[config.mk]
export PLATFORM = sky130hd
export DESIGN_NAME = addressable_led_strip_driver_top_flat
export DESIGN_NICKNAME = d
export VERILOG_FILES = /design/src/hdl/alsd_pkg.sv /design/src/hdl/alsd_in_if.sv /design/src/hdl/alsd_out_if.sv /design/src/hdl/alsd_front.sv /design/src/hdl/alsd_back.sv /design/src/hdl/addressable_led_strip_driver_top.sv /design/src/flat_wrapper.sv
export VERILOG_INCLUDE_DIRS = /design/src /design/src/hdl
export SDC_FILE = /design/constraint.sdc
export NUM_CORES = 2
export LEC_CHECK = 0
export BUFFER_PORTS_ARGS = -buffer_cell sky130_fd_sc_hd__buf_4
export CAP_MARGIN = 15
export CORE_MARGIN = 1
export CORE_UTILIZATION = 57
export CTS_CLUSTER_DIAMETER = 150
export DETAILED_ROUTE_END_ITERATION = 8
export PLACE_DENSITY_LB_ADDON = 0.2
export SETUP_SLACK_MARGIN = 0.05
export SYNTH_ARGS = -nofsm -noshare
export SYNTH_HDL_FRONTEND = slang
export SYNTH_SLANG_ARGS = --single-unit
[constraint.sdc]
create_clock -name clk -period 6 [get_ports clk]
set_input_delay 1.2 -clock clk [delete_from_list [all_inputs] [get_ports clk]]
set_output_delay 1.2 -clock clk [all_outputs]
set_load 0.03 [all_outputs]
[src/hdl/addressable_led_strip_driver_top_assert.svh]
// ----------------------------------------------------------------------------
// Assertion macros for the LED strip driver
// Clocked on clk, disabled while rst_n is low.
// ----------------------------------------------------------------------------
`ifndef ADDRESSABLE_LED_STRIP_DRIVER_TOP_ASSERT_SVH
`define ADDRESSABLE_LED_STRIP_DRIVER_TOP_ASSERT_SVH

// same-cycle implication
`define ALSD_ASSERT_IMP(lbl, ante, cons, msg) \
  lbl: assert property (@(posedge clk) disable iff (!rst_n) (ante) |-> (cons)) \
    else $error(msg);

// next-cycle implication
`define ALSD_ASSERT_NXT(lbl, ante, cons, msg) \
  lbl: assert property (@(posedge clk) disable iff (!rst_n) (ante) |=> (cons)) \
    else $error(msg);

`endif

[src/hdl/alsd_pkg.sv]
// ----------------------------------------------------------------------------
// alsd_pkg
// Shared types, codes and helpers of the LED strip driver.
// ----------------------------------------------------------------------------
package alsd_pkg;

  localparam int DEFAULT_MAX_LEDS = 64;
  // led_count is 7 bits wide, so no more than this many entries are reachable
  localparam int REACH_LIMIT      = 128;

  localparam int CMD_W   = 3;
  localparam int IDX_W   = 6;
  localparam int COLOR_W = 24;
  localparam int CNT_W   = 7;
  localparam int TICK_W  = 8;
  localparam int BIT_W   = 5;
  localparam int CFG_IDX_W  = 2;
  localparam int CFG_DATA_W = 8;

  // command codes
  localparam logic [CMD_W-1:0] CMD_SET_ONE = 3'd0;
  localparam logic [CMD_W-1:0] CMD_SET_ALL = 3'd1;
  localparam logic [CMD_W-1:0] CMD_CLEAR   = 3'd2;
  localparam logic [CMD_W-1:0] CMD_READ    = 3'd3;
  localparam logic [CMD_W-1:0] CMD_SEND    = 3'd4;
  localparam logic [CMD_W-1:0] CMD_TICK    = 3'd5;

  // register indexes
  localparam logic [CFG_IDX_W-1:0] REG_LED_COUNT  = 2'd0;
  localparam logic [CFG_IDX_W-1:0] REG_ZERO_HIGH  = 2'd1;
  localparam logic [CFG_IDX_W-1:0] REG_ONE_HIGH   = 2'd2;
  localparam logic [CFG_IDX_W-1:0] REG_BIT_PERIOD = 2'd3;

  // register reset values
  localparam logic [CNT_W-1:0]  RST_LED_COUNT  = 7'd4;
  localparam logic [TICK_W-1:0] RST_ZERO_HIGH  = 8'd5;
  localparam logic [TICK_W-1:0] RST_ONE_HIGH   = 8'd14;
  localparam logic [TICK_W-1:0] RST_BIT_PERIOD = 8'd20;

  localparam logic [BIT_W-1:0] BITS_PER_PIXEL = 5'd24;
  localparam logic [BIT_W-1:0] LAST_BIT_POS   = 5'd23;

  typedef enum logic [2:0] {
    OP_SET_ONE,
    OP_SET_ALL,
    OP_CLEAR,
    OP_READ,
    OP_SEND,
    OP_TICK,
    OP_BAD
  } op_t;

  typedef struct packed {
    op_t                op;
    logic               in_range;
    logic [IDX_W-1:0]   pixel_index;
    logic [COLOR_W-1:0] color;
  } q_entry_t;

  // front to back request
  typedef struct packed {
    logic     valid;
    q_entry_t entry;
  } q_port_t;

  // live configuration, pixel count already clamped
  typedef struct packed {
    logic [CNT_W-1:0]  n;
    logic [TICK_W-1:0] zero_high;
    logic [TICK_W-1:0] one_high;
    logic [TICK_W-1:0] period;
  } cfg_t;

  // RGB word to the green, red, blue order of the line
  function automatic logic [COLOR_W-1:0] wire_order(input logic [COLOR_W-1:0] rgb);
    return {rgb[15:8], rgb[23:16], rgb[7:0]};
  endfunction

endpackage

[src/hdl/alsd_in_if.sv]
// ----------------------------------------------------------------------------
// alsd_in_if
// Command channel: valid/ready with command, pixel index and color.
// ----------------------------------------------------------------------------
interface alsd_in_if;
  logic                          valid;
  logic                          ready;
  logic [alsd_pkg::CMD_W-1:0]    command;
  logic [alsd_pkg::IDX_W-1:0]    pixel_index;
  logic [alsd_pkg::COLOR_W-1:0]  color;

  modport source (output valid, output command, output pixel_index, output color,
                  input ready);
  modport sink   (input valid, input command, input pixel_index, input color,
                  output ready);
endinterface

[src/hdl/alsd_out_if.sv]
// ----------------------------------------------------------------------------
// alsd_out_if
// Result channel: valid/ready with line level, busy, ok and read color.
// ----------------------------------------------------------------------------
interface alsd_out_if;
  logic                          valid;
  logic                          ready;
  logic                          line_level;
  logic                          busy_res;
  logic                          ok;
  logic [alsd_pkg::COLOR_W-1:0]  read_color;

  modport source (output valid, output line_level, output busy_res, output ok,
                  output read_color, input ready);
  modport sink   (input valid, input line_level, input busy_res, input ok,
                  input read_color, output ready);
endinterface

[src/hdl/alsd_front.sv]
// ----------------------------------------------------------------------------
// alsd_front
// Accepts command requests, decodes them and holds them in a two-entry queue.
// ----------------------------------------------------------------------------
module alsd_front (
  input  logic                         clk,
  input  logic                         rst_n,
  alsd_in_if.sink                      in_ch,
  input  logic [alsd_pkg::CNT_W-1:0]   n,
  output alsd_pkg::q_port_t            q,
  input  logic                         q_pop
);
  import alsd_pkg::*;

  localparam int DEPTH = 2;

  q_entry_t         ent_r [DEPTH];
  logic             wr_ptr_r, wr_ptr_nxt;
  logic             rd_ptr_r, rd_ptr_nxt;
  logic [1:0]       count_r, count_nxt;
  logic             push;
  q_entry_t         dec;

  // decode the incoming request
  always_comb begin
    dec.pixel_index = in_ch.pixel_index;
    dec.color       = in_ch.color;
    dec.in_range    = ({1'b0, in_ch.pixel_index} < n);
    case (in_ch.command)
      CMD_SET_ONE: dec.op = OP_SET_ONE;
      CMD_SET_ALL: dec.op = OP_SET_ALL;
      CMD_CLEAR:   dec.op = OP_CLEAR;
      CMD_READ:    dec.op = OP_READ;
      CMD_SEND:    dec.op = OP_SEND;
      CMD_TICK:    dec.op = OP_TICK;
      default:     dec.op = OP_BAD;
    endcase
  end

  assign in_ch.ready = (count_r != 2'(DEPTH));
  assign push        = in_ch.valid && in_ch.ready;

  // pointer and fill bookkeeping
  always_comb begin
    wr_ptr_nxt = push  ? ~wr_ptr_r : wr_ptr_r;
    rd_ptr_nxt = q_pop ? ~rd_ptr_r : rd_ptr_r;
    count_nxt  = count_r + {1'b0, push} - {1'b0, q_pop};
  end

  always_ff @(posedge clk) begin
    if (!rst_n) begin
      wr_ptr_r <= 1'b0;
      rd_ptr_r <= 1'b0;
      count_r  <= 2'd0;
    end else begin
      wr_ptr_r <= wr_ptr_nxt;
      rd_ptr_r <= rd_ptr_nxt;
      count_r  <= count_nxt;
    end
  end

  // queue storage, no reset needed
  always_ff @(posedge clk) begin
    if (push) begin
      ent_r[wr_ptr_r] <= dec;
    end
  end

  assign q.valid = (count_r != 2'd0);
  assign q.entry = ent_r[rd_ptr_r];

endmodule

[src/hdl/alsd_back.sv]
// ----------------------------------------------------------------------------
// alsd_back
// Executes queued requests: pixel store, fill sweep, bit timing, result reg.
// ----------------------------------------------------------------------------
module alsd_back #(
  parameter int MAX_LEDS = alsd_pkg::DEFAULT_MAX_LEDS
) (
  input  logic                 clk,
  input  logic                 rst_n,
  input  alsd_pkg::cfg_t       cfg,
  input  alsd_pkg::q_port_t    q,
  output logic                 q_pop,
  alsd_out_if.source           out_ch
);
  import alsd_pkg::*;

  localparam int STORE_DEPTH = (MAX_LEDS < REACH_LIMIT) ? MAX_LEDS : REACH_LIMIT;
  localparam int AW          = (STORE_DEPTH > 1) ? $clog2(STORE_DEPTH) : 1;

  typedef enum logic [1:0] {
    S_IDLE,
    S_TICK_RD,
    S_READ_RD,
    S_SWEEP
  } state_t;

  state_t             state_r;
  logic               out_valid_r;
  logic               out_line_r;
  logic               out_busy_r;
  logic               out_ok_r;
  logic [COLOR_W-1:0] out_color_r;

  logic               sending_r, sending_nxt;
  logic               line_r;
  logic [CNT_W-1:0]   send_pixel_r, send_pixel_nxt;
  logic [BIT_W-1:0]   send_bit_r, send_bit_nxt;
  logic [TICK_W-1:0]  tick_count_r, tick_count_nxt;
  logic [CNT_W-1:0]   sweep_r;
  logic [COLOR_W-1:0] fill_r;

  // pixel store
  logic [COLOR_W-1:0]     mem [STORE_DEPTH];
  logic [STORE_DEPTH-1:0] valid_r;
  logic [COLOR_W-1:0]     rdata_r;
  logic                   rvalid_r;
  logic                   mem_we;
  logic [AW-1:0]          mem_waddr;
  logic [COLOR_W-1:0]     mem_wdata;
  logic [AW-1:0]          mem_raddr;

  logic               start;
  logic [CNT_W-1:0]   idx_ext;
  logic               frame_live;
  logic [COLOR_W-1:0] pix;
  logic [COLOR_W-1:0] word;
  logic [BIT_W-1:0]   bit_sel;
  logic [TICK_W-1:0]  high;
  logic               line_new;
  logic [TICK_W-1:0]  tick_inc;

  // take a request only when the result register is free next cycle
  assign start   = (state_r == S_IDLE) && q.valid && (!out_valid_r || out_ch.ready);
  assign q_pop   = start;
  assign idx_ext = {1'b0, q.entry.pixel_index};

  assign frame_live = sending_r && (send_pixel_r < cfg.n);

  // store port control
  always_comb begin
    mem_we    = 1'b0;
    mem_waddr = sweep_r[AW-1:0];
    mem_wdata = fill_r;
    mem_raddr = send_pixel_r[AW-1:0];
    if (start) begin
      case (q.entry.op)
        OP_SET_ONE: begin
          if (q.entry.in_range && !sending_r) begin
            mem_we    = 1'b1;
            mem_waddr = idx_ext[AW-1:0];
            mem_wdata = q.entry.color;
          end
        end
        OP_READ:  mem_raddr = idx_ext[AW-1:0];
        default:  ;
      endcase
    end
    if (state_r == S_SWEEP) begin
      mem_we = 1'b1;
    end
  end

  always_ff @(posedge clk) begin
    if (mem_we) begin
      mem[mem_waddr] <= mem_wdata;
    end
    rdata_r  <= mem[mem_raddr];
    rvalid_r <= valid_r[mem_raddr];
  end

  // never-written entries read as zero
  always_ff @(posedge clk) begin
    if (!rst_n) begin
      valid_r <= '0;
    end else if (mem_we) begin
      valid_r[mem_waddr] <= 1'b1;
    end
  end

  // one tick of bit timing on the pixel just read
  always_comb begin
    pix      = rvalid_r ? rdata_r : '0;
    word     = wire_order(pix);
    bit_sel  = LAST_BIT_POS - send_bit_r;
    high     = word[bit_sel] ? cfg.one_high : cfg.zero_high;
    line_new = (tick_count_r < high);
    tick_inc = tick_count_r + 8'd1;

    tick_count_nxt = tick_inc;
    send_bit_nxt   = send_bit_r;
    send_pixel_nxt = send_pixel_r;
    sending_nxt    = sending_r;
    if ((tick_inc >= cfg.period) || (tick_inc == '0)) begin
      tick_count_nxt = '0;
      send_bit_nxt   = send_bit_r + 5'd1;
      if (send_bit_nxt >= BITS_PER_PIXEL) begin
        send_bit_nxt   = '0;
        send_pixel_nxt = send_pixel_r + 7'd1;
        if (send_pixel_nxt >= cfg.n) begin
          sending_nxt = 1'b0;
        end
      end
    end
  end

  // sequencer and result register
  always_ff @(posedge clk) begin
    if (!rst_n) begin
      state_r      <= S_IDLE;
      out_valid_r  <= 1'b0;
      sending_r    <= 1'b0;
      line_r       <= 1'b0;
      send_pixel_r <= '0;
      send_bit_r   <= '0;
      tick_count_r <= '0;
      sweep_r      <= '0;
    end else begin
      if (out_valid_r && out_ch.ready) begin
        out_valid_r <= 1'b0;
      end
      case (state_r)
        S_IDLE: begin
          if (start) begin
            // default answer: refused, state unchanged
            out_line_r  <= line_r;
            out_busy_r  <= sending_r;
            out_ok_r    <= 1'b0;
            out_color_r <= '0;
            out_valid_r <= 1'b1;
            case (q.entry.op)
              OP_TICK: begin
                if (frame_live) begin
                  out_valid_r <= 1'b0;
                  state_r     <= S_TICK_RD;
                end else begin
                  sending_r  <= 1'b0;
                  line_r     <= 1'b0;
                  out_line_r <= 1'b0;
                  out_busy_r <= 1'b0;
                  out_ok_r   <= 1'b1;
                end
              end
              OP_SET_ONE: begin
                out_ok_r <= q.entry.in_range && !sending_r;
              end
              OP_READ: begin
                if (q.entry.in_range && !sending_r) begin
                  out_valid_r <= 1'b0;
                  state_r     <= S_READ_RD;
                end
              end
              OP_SET_ALL, OP_CLEAR: begin
                if (!sending_r) begin
                  if (cfg.n == '0) begin
                    send_pixel_r <= '0;
                    send_bit_r   <= '0;
                    tick_count_r <= '0;
                    out_ok_r     <= 1'b1;
                  end else begin
                    out_valid_r <= 1'b0;
                    fill_r      <= (q.entry.op == OP_SET_ALL) ? q.entry.color : '0;
                    sweep_r     <= '0;
                    state_r     <= S_SWEEP;
                  end
                end
              end
              OP_SEND: begin
                if (!sending_r) begin
                  send_pixel_r <= '0;
                  send_bit_r   <= '0;
                  tick_count_r <= '0;
                  sending_r    <= (cfg.n != '0);
                  out_busy_r   <= (cfg.n != '0);
                  out_ok_r     <= 1'b1;
                end
              end
              default: ;
            endcase
          end
        end
        S_TICK_RD: begin
          line_r       <= line_new;
          tick_count_r <= tick_count_nxt;
          send_bit_r   <= send_bit_nxt;
          send_pixel_r <= send_pixel_nxt;
          sending_r    <= sending_nxt;
          out_line_r   <= line_new;
          out_busy_r   <= sending_nxt;
          out_ok_r     <= 1'b1;
          out_color_r  <= '0;
          out_valid_r  <= 1'b1;
          state_r      <= S_IDLE;
        end
        S_READ_RD: begin
          out_line_r  <= line_r;
          out_busy_r  <= sending_r;
          out_ok_r    <= 1'b1;
          out_color_r <= pix;
          out_valid_r <= 1'b1;
          state_r     <= S_IDLE;
        end
        S_SWEEP: begin
          sweep_r <= sweep_r + 7'd1;
          // last entry written: start the frame
          if (sweep_r == cfg.n - 7'd1) begin
            send_pixel_r <= '0;
            send_bit_r   <= '0;
            tick_count_r <= '0;
            sending_r    <= 1'b1;
            out_line_r   <= line_r;
            out_busy_r   <= 1'b1;
            out_ok_r     <= 1'b1;
            out_color_r  <= '0;
            out_valid_r  <= 1'b1;
            state_r      <= S_IDLE;
          end
        end
        default: state_r <= S_IDLE;
      endcase
    end
  end

  assign out_ch.valid      = out_valid_r;
  assign out_ch.line_level = out_line_r;
  assign out_ch.busy_res   = out_busy_r;
  assign out_ch.ok         = out_ok_r;
  assign out_ch.read_color = out_color_r;

endmodule

[src/hdl/addressable_led_strip_driver_top.sv]
// ----------------------------------------------------------------------------
// addressable_led_strip_driver_top
// One-wire LED strip driver: pixel store, frame sender and register file.
// ----------------------------------------------------------------------------
// Usage:
//   in_ch carries one command request per handshake (set one, set all, clear,
//   read one, send, tick). Every request gives exactly one result on out_ch:
//   the line level, busy flag, ok flag and read-back color.
//   cfg_we/cfg_index/cfg_wdata write led_count, zero/one high ticks and the
//   bit period; write them only while no request is outstanding.
// Sequencing:
//   A two-entry queue feeds the executor, which handles one request at a
//   time. Set one, send, idle ticks and refused requests are answered from
//   the idle state; a tick during a frame and an in-range read one go
//   through a read state (registered store read); set all and clear sweep
//   the clamped led_count entries, one store entry written per cycle.
// Reset:
//   Registers return to their defaults, no frame is sending, the line is
//   low and every pixel reads as zero (per-entry valid flags).
// Stall:
//   While out_ch is stalled the result register holds and the queue fills;
//   in_ch.ready drops once both queue entries are taken.
// ----------------------------------------------------------------------------
module addressable_led_strip_driver_top #(
  parameter int MAX_LEDS = alsd_pkg::DEFAULT_MAX_LEDS
) (
  input  logic                              clk,
  input  logic                              rst_n,
  alsd_in_if.sink                           in_ch,
  alsd_out_if.source                        out_ch,
  input  logic                              cfg_we,
  input  logic [alsd_pkg::CFG_IDX_W-1:0]    cfg_index,
  input  logic [alsd_pkg::CFG_DATA_W-1:0]   cfg_wdata
);
  import alsd_pkg::*;

  localparam int STORE_DEPTH = (MAX_LEDS < REACH_LIMIT) ? MAX_LEDS : REACH_LIMIT;
  localparam logic [CNT_W:0] CAP = (CNT_W+1)'(STORE_DEPTH);

  logic [CNT_W-1:0]  led_count_r;
  logic [TICK_W-1:0] zero_high_r;
  logic [TICK_W-1:0] one_high_r;
  logic [TICK_W-1:0] bit_period_r;
  cfg_t              cfg;
  q_port_t           q;
  logic              q_pop;
  logic              refused_out;
  logic              count_we;

  // register file
  always_ff @(posedge clk) begin
    if (!rst_n) begin
      led_count_r  <= RST_LED_COUNT;
      zero_high_r  <= RST_ZERO_HIGH;
      one_high_r   <= RST_ONE_HIGH;
      bit_period_r <= RST_BIT_PERIOD;
    end else if (cfg_we) begin
      case (cfg_index)
        REG_LED_COUNT:  led_count_r  <= cfg_wdata[CNT_W-1:0];
        REG_ZERO_HIGH:  zero_high_r  <= cfg_wdata;
        REG_ONE_HIGH:   one_high_r   <= cfg_wdata;
        REG_BIT_PERIOD: bit_period_r <= cfg_wdata;
        default: ;
      endcase
    end
  end

  // pixel count clamped to the store depth
  assign cfg.n         = ({1'b0, led_count_r} > CAP) ? CAP[CNT_W-1:0] : led_count_r;
  assign cfg.zero_high = zero_high_r;
  assign cfg.one_high  = one_high_r;
  assign cfg.period    = bit_period_r;

  alsd_front u_front (
    .clk   (clk),
    .rst_n (rst_n),
    .in_ch (in_ch),
    .n     (cfg.n),
    .q     (q),
    .q_pop (q_pop)
  );

  alsd_back #(
    .MAX_LEDS (MAX_LEDS)
  ) u_back (
    .clk    (clk),
    .rst_n  (rst_n),
    .cfg    (cfg),
    .q      (q),
    .q_pop  (q_pop),
    .out_ch (out_ch)
  );

  // checks
  assign refused_out = out_ch.valid && !out_ch.ok;
  assign count_we    = cfg_we && (cfg_index == REG_LED_COUNT);

`include "addressable_led_strip_driver_top_assert.svh"

  `ALSD_ASSERT_IMP(a_pop_needs_entry, q_pop, q.valid, "queue popped while empty")
  `ALSD_ASSERT_IMP(a_refused_no_color, refused_out, out_ch.read_color == '0, "refusal with color")
  `ALSD_ASSERT_IMP(a_count_clamped, 1'b1, {1'b0, cfg.n} <= CAP, "pixel count above store depth")
  `ALSD_ASSERT_NXT(a_count_write, count_we, led_count_r == $past(cfg_wdata[CNT_W-1:0]), "count lost")

endmodule
[src/flat_wrapper.sv]
// flat-port wrapper written by rule: the top's interface ports become plain ports
module addressable_led_strip_driver_top_flat import alsd_pkg::*;
#(
  parameter int MAX_LEDS = alsd_pkg::DEFAULT_MAX_LEDS
)
  (clk, rst_n, cfg_we, cfg_index, cfg_wdata, in_ch_valid, in_ch_command, in_ch_pixel_index, in_ch_color, in_ch_ready, out_ch_valid, out_ch_line_level, out_ch_busy_res, out_ch_ok, out_ch_read_color, out_ch_ready);
  alsd_in_if in_ch_i ();
  alsd_out_if out_ch_i ();
  input  logic clk;
  input  logic rst_n;
  input  logic cfg_we;
  input  logic [alsd_pkg::CFG_IDX_W-1:0] cfg_index;
  input  logic [alsd_pkg::CFG_DATA_W-1:0] cfg_wdata;
  input wire logic [$bits(in_ch_i.valid)-1:0] in_ch_valid;
  input wire logic [$bits(in_ch_i.command)-1:0] in_ch_command;
  input wire logic [$bits(in_ch_i.pixel_index)-1:0] in_ch_pixel_index;
  input wire logic [$bits(in_ch_i.color)-1:0] in_ch_color;
  output wire logic [$bits(in_ch_i.ready)-1:0] in_ch_ready;
  output wire logic [$bits(out_ch_i.valid)-1:0] out_ch_valid;
  output wire logic [$bits(out_ch_i.line_level)-1:0] out_ch_line_level;
  output wire logic [$bits(out_ch_i.busy_res)-1:0] out_ch_busy_res;
  output wire logic [$bits(out_ch_i.ok)-1:0] out_ch_ok;
  output wire logic [$bits(out_ch_i.read_color)-1:0] out_ch_read_color;
  input wire logic [$bits(out_ch_i.ready)-1:0] out_ch_ready;
  assign in_ch_i.valid = in_ch_valid;
  assign in_ch_i.command = in_ch_command;
  assign in_ch_i.pixel_index = in_ch_pixel_index;
  assign in_ch_i.color = in_ch_color;
  assign in_ch_ready = in_ch_i.ready;
  assign out_ch_valid = out_ch_i.valid;
  assign out_ch_line_level = out_ch_i.line_level;
  assign out_ch_busy_res = out_ch_i.busy_res;
  assign out_ch_ok = out_ch_i.ok;
  assign out_ch_read_color = out_ch_i.read_color;
  assign out_ch_i.ready = out_ch_ready;
  addressable_led_strip_driver_top #(.MAX_LEDS(MAX_LEDS)) u_core (.clk(clk), .rst_n(rst_n), .in_ch(in_ch_i), .out_ch(out_ch_i), .cfg_we(cfg_we), .cfg_index(cfg_index), .cfg_wdata(cfg_wdata));
endmodule
==> flow_summary.ini <==
[status]
outcome = finished clean

[route]
top_layer = met5
routed-wl-met2_mm = 91.3
wl_met1_mm = 76.2
drc = 0
final_antenna_net_count = 0
first_iter_violations = 5977
wl_per_cell_um = 27.5
wl_met3_mm = 19.4
viasPerCell = 6.35
vias = 44800
finalWirelength_mm = 194
first_pass_iters = 6

[power]
power_density_mw_per_mm2 = 353
p_sw_uw = 7450
clkPwrFrac_pct = 37.1
p_sw_share_pct = 26.0
seqPwrFrac_pct = 50.7
power.internal_uw = 21300
cellLeakagePower_uw = 0.0293
p_comb_share_pct = 12.2
ir_drop_mv = 0.295

[synthesis]
synth_top_family_by_area = simple AND/OR/NAND/NOR gates
synth.distinct_cells = 84
syn_nets = 5207
synthArstFlopShare_pct = 0
synth_top_area_share_pct = 69.2
synth-simple-area-share_pct = 11.3
netlist_area_mm2 = 0.0718
synth_compound_area_share_pct = 7.22
synth-main-ff-cell = edfxtp_1
synth_area_leaders = edfxtp_1 69%, nand2_1 6.3%, dfxtp_1 4.4%
syn_avg_cell_area_um2 = 14.1
ys_seq_elements = 1812
synth_edf_count = 1655
syn_inst = 5112
synth-xor-area-share_pct = 0.317
yosysSeqAreaShare_pct = 73.5
synth_most_common_cell = edfxtp_1
yosysTopAreaCell = edfxtp_1
synthMuxAreaShare_pct = 4.69
ys_warn_count = 0
synthAdderAreaFrac_pct = 0.819
yosys-top-cells-count = 1655 x edfxtp_1, 1208 x nand2_1, 309 x mux2i_1

[placed_design]
dp.cells = 6708
portBuffers = 76
pre_cts_ws_ns = 0.851
routabilityCongestion = 0.907
hpwlAfterDp_mm = 111

[floorplanning]
die_x_um = 357
pin_count = 77
dieArea_mm2 = 0.127
core_mm2 = 0.124
initial_utilization_pct = 57.8
fp-row-count = 129
die_h_um = 357

[timing]
setup_viol = 0
holdWs_ns = 0.457
fin_crit_sh_pct = 80.8
tns_ns = 0
skew_ns = 0.0260
postLayoutSetupSlackWorst_ns = 1.15
min_period_ns = 4.85
slew_headroom_pct = 13.4
max_slew.worst_pin.slew_ns = 1.29
fmax_mhz = 206
drv_slew = 0
hold_violations = 0
grt_setup_unrepaired = no

[worst_hold_path]
worstHoldEndpoint = u_core.one_high_r[0]$_SDFFE_PN0P_
hold_depth = 2
min_from = u_core.one_high_r[0]$_SDFFE_PN0P_
min-delay-path-class = flip-flop to flip-flop

[setup_path]
worst_setup_path_start_kind = flip-flop
r2r_cells = 11
worstReg2RegEnd = u_core.u_back.rdata_r[1]$_DFF_P_
cpMaxStageDelayCell = a31oi_1
path_max_fanout = 55
worstPathArrival_ns = 5.44
critPathRequiredTime_ns = 6.59
critPathMaxStageDelay_ns = 0.77
crit_path_end_kind = flip-flop
reg2reg_slack_ns = 1.15
reg2reg_from = u_core.u_back.state_r[0]$_SDFFE_PN0P_
path_class = flip-flop to flip-flop
critical_path.cell_chain = inv_1 > ha_1 > o2111a_1 > mux2i_4 > buf_12 > buf_4 > mux2i_1 > a32oi_1 > and3_1 > a31oi_1 > nand4_1

[clocking]
clock_latency_ns = 0.81
cts_max_level = 4
cts_buffer_depth = 3
cts_sinks = 1812
path_clk_slew_ns = 0.06
cts_resized = 0
cts_tree = built
holdBufCountCts = 0
cts_buffers = 178
postCtsSetupBuffers = 0
cts-root-buf = clkbuf_16

[final_layout]
drive_above_1_share_pct = 12.6
area_growth_syn_to_layout_pct = 13.1
final_cells = 7047
final_core_util_pct = 65.4
fin_nets = 5348
fillers = 8801

[grt]
grt_start_max_net_pins = 88
first_global_vias = 42900
grt_pass1_wl_mm = 281
grt_util_all_layers_pct = 30.3
antenna_found_initial = 8
grt_remaining_overflow = 0

[run]
cap_violations = 0
## registers in the layout (all words and copies together) (netlist names), 8 cells and up, named ones only
signal,count
u_core.u_back.tick_count_r,8
u_core.u_back.rdata_r,24
u_core.u_back.fill_r,24
u_core.bit_period_r,8
u_core.u_back.mem,1536
u_core.zero_high_r,8
u_core.u_front.ent_r,68
u_core.u_back.valid_r,64
u_core.one_high_r,8
u_core.u_back.out_ch.read_color,24
## per-stage QoR
step                power, uW  cell area [um2]
floorplan               16900            71800
finish                  28700            81200
detailed placement      18200            75600
CTS                     28700            81200
global placement        18200            75600
global route            29500            81200
## cells by family (layout without fill, tap and decap cells)
group,count (synthesis),after routing
simple gates,1840,1840
flops,1812,1812
compound gates,709,709
buf+inv,351,648
mux,327,327
fa+ha+maj,47,47
xor+xnor,26,26
other cells,0,1
## how the worst max path moves through the flow
stage	from	to	slack (ns)	cells past startpoint
2_1_floorplan	out_ch_ready	u_core.u_back.mem[0][17]$_DFFE_PP_	0.06	8
3_3_place_gp	out_ch_ready	u_core.u_back.rdata_r[1]$_DFF_P_	0.92	11
3_5_place_dp	out_ch_ready	u_core.u_back.rdata_r[1]$_DFF_P_	0.85	11
4_1_cts	u_core.u_back.state_r[0]$_SDFFE_PN0P_	u_core.u_back.rdata_r[1]$_DFF_P_	1.29	11
5_1_grt	u_core.u_back.state_r[0]$_SDFFE_PN0P_	u_core.u_back.rdata_r[1]$_DFF_P_	1.11	11
6_report	u_core.u_back.state_r[0]$_SDFFE_PN0P_	u_core.u_back.rdata_r[1]$_DFF_P_	1.15	11
## power groups by stage
stage	clock network, uW	registers, uW	logic [uW]
6_report	10700	14600	3490
2_1_floorplan	0	14900	2000
5_1_grt	11300	14600	3700
3_5_place_dp	0	14800	3420
3_3_place_gp	0	14800	3350
4_1_cts	10700	14600	3440
## critical path, delay by kind of cell, from the launching register on
kind / cells / cell delay [ns]
and+or+nand+nor: 2 / 0.52
muxes: 2 / 0.91
DFF: 1 / 0.34
buffers and inverters: 3 / 0.77
AOI/OAI and AO/OA: 3 / 1.52
adders and majority gates: 1 / 0.50
## placed cells by master (no fill, tap or decap), drive strengths merged, types with 31 or more instances in the layout
master / instances
nand3: 229
nand2: 1213
o21ai: 61
and3: 135
o21a: 73
nor3: 43
buf: 284
a21oi: 31
a31oi: 280
nor2: 107
a32oi: 176
clkbuf: 255
ha: 47
mux2i: 310
nand4: 31
edfxtp: 1655
clkinv: 69
inv: 34
dfxtp: 157
## final cells by class
class	count	area, um2	share of cell area (%)
Inverter	27	101	0.125
Clock buffer	254	4960	6.11
Antenna cell	1	2.50	0.00308
Multi-Input combinational cell	2949	18200	22.4
Clock inverter	82	633	0.779
Tap cell	1637	2050	2.52
Sequential cell	1812	52800	65.0
Timing Repair Buffer	285	2490	3.06
## layer usage
layer | global-route usage (%) | up-vias
met3 | 5.63 | 355
li1 | - | 19700
met4 | 11.5 | 8
met2 | 48.3 | 2317
met1 | 41.9 | 22400
met5 | 0 | -
Power figures use the tool's default switching activity.
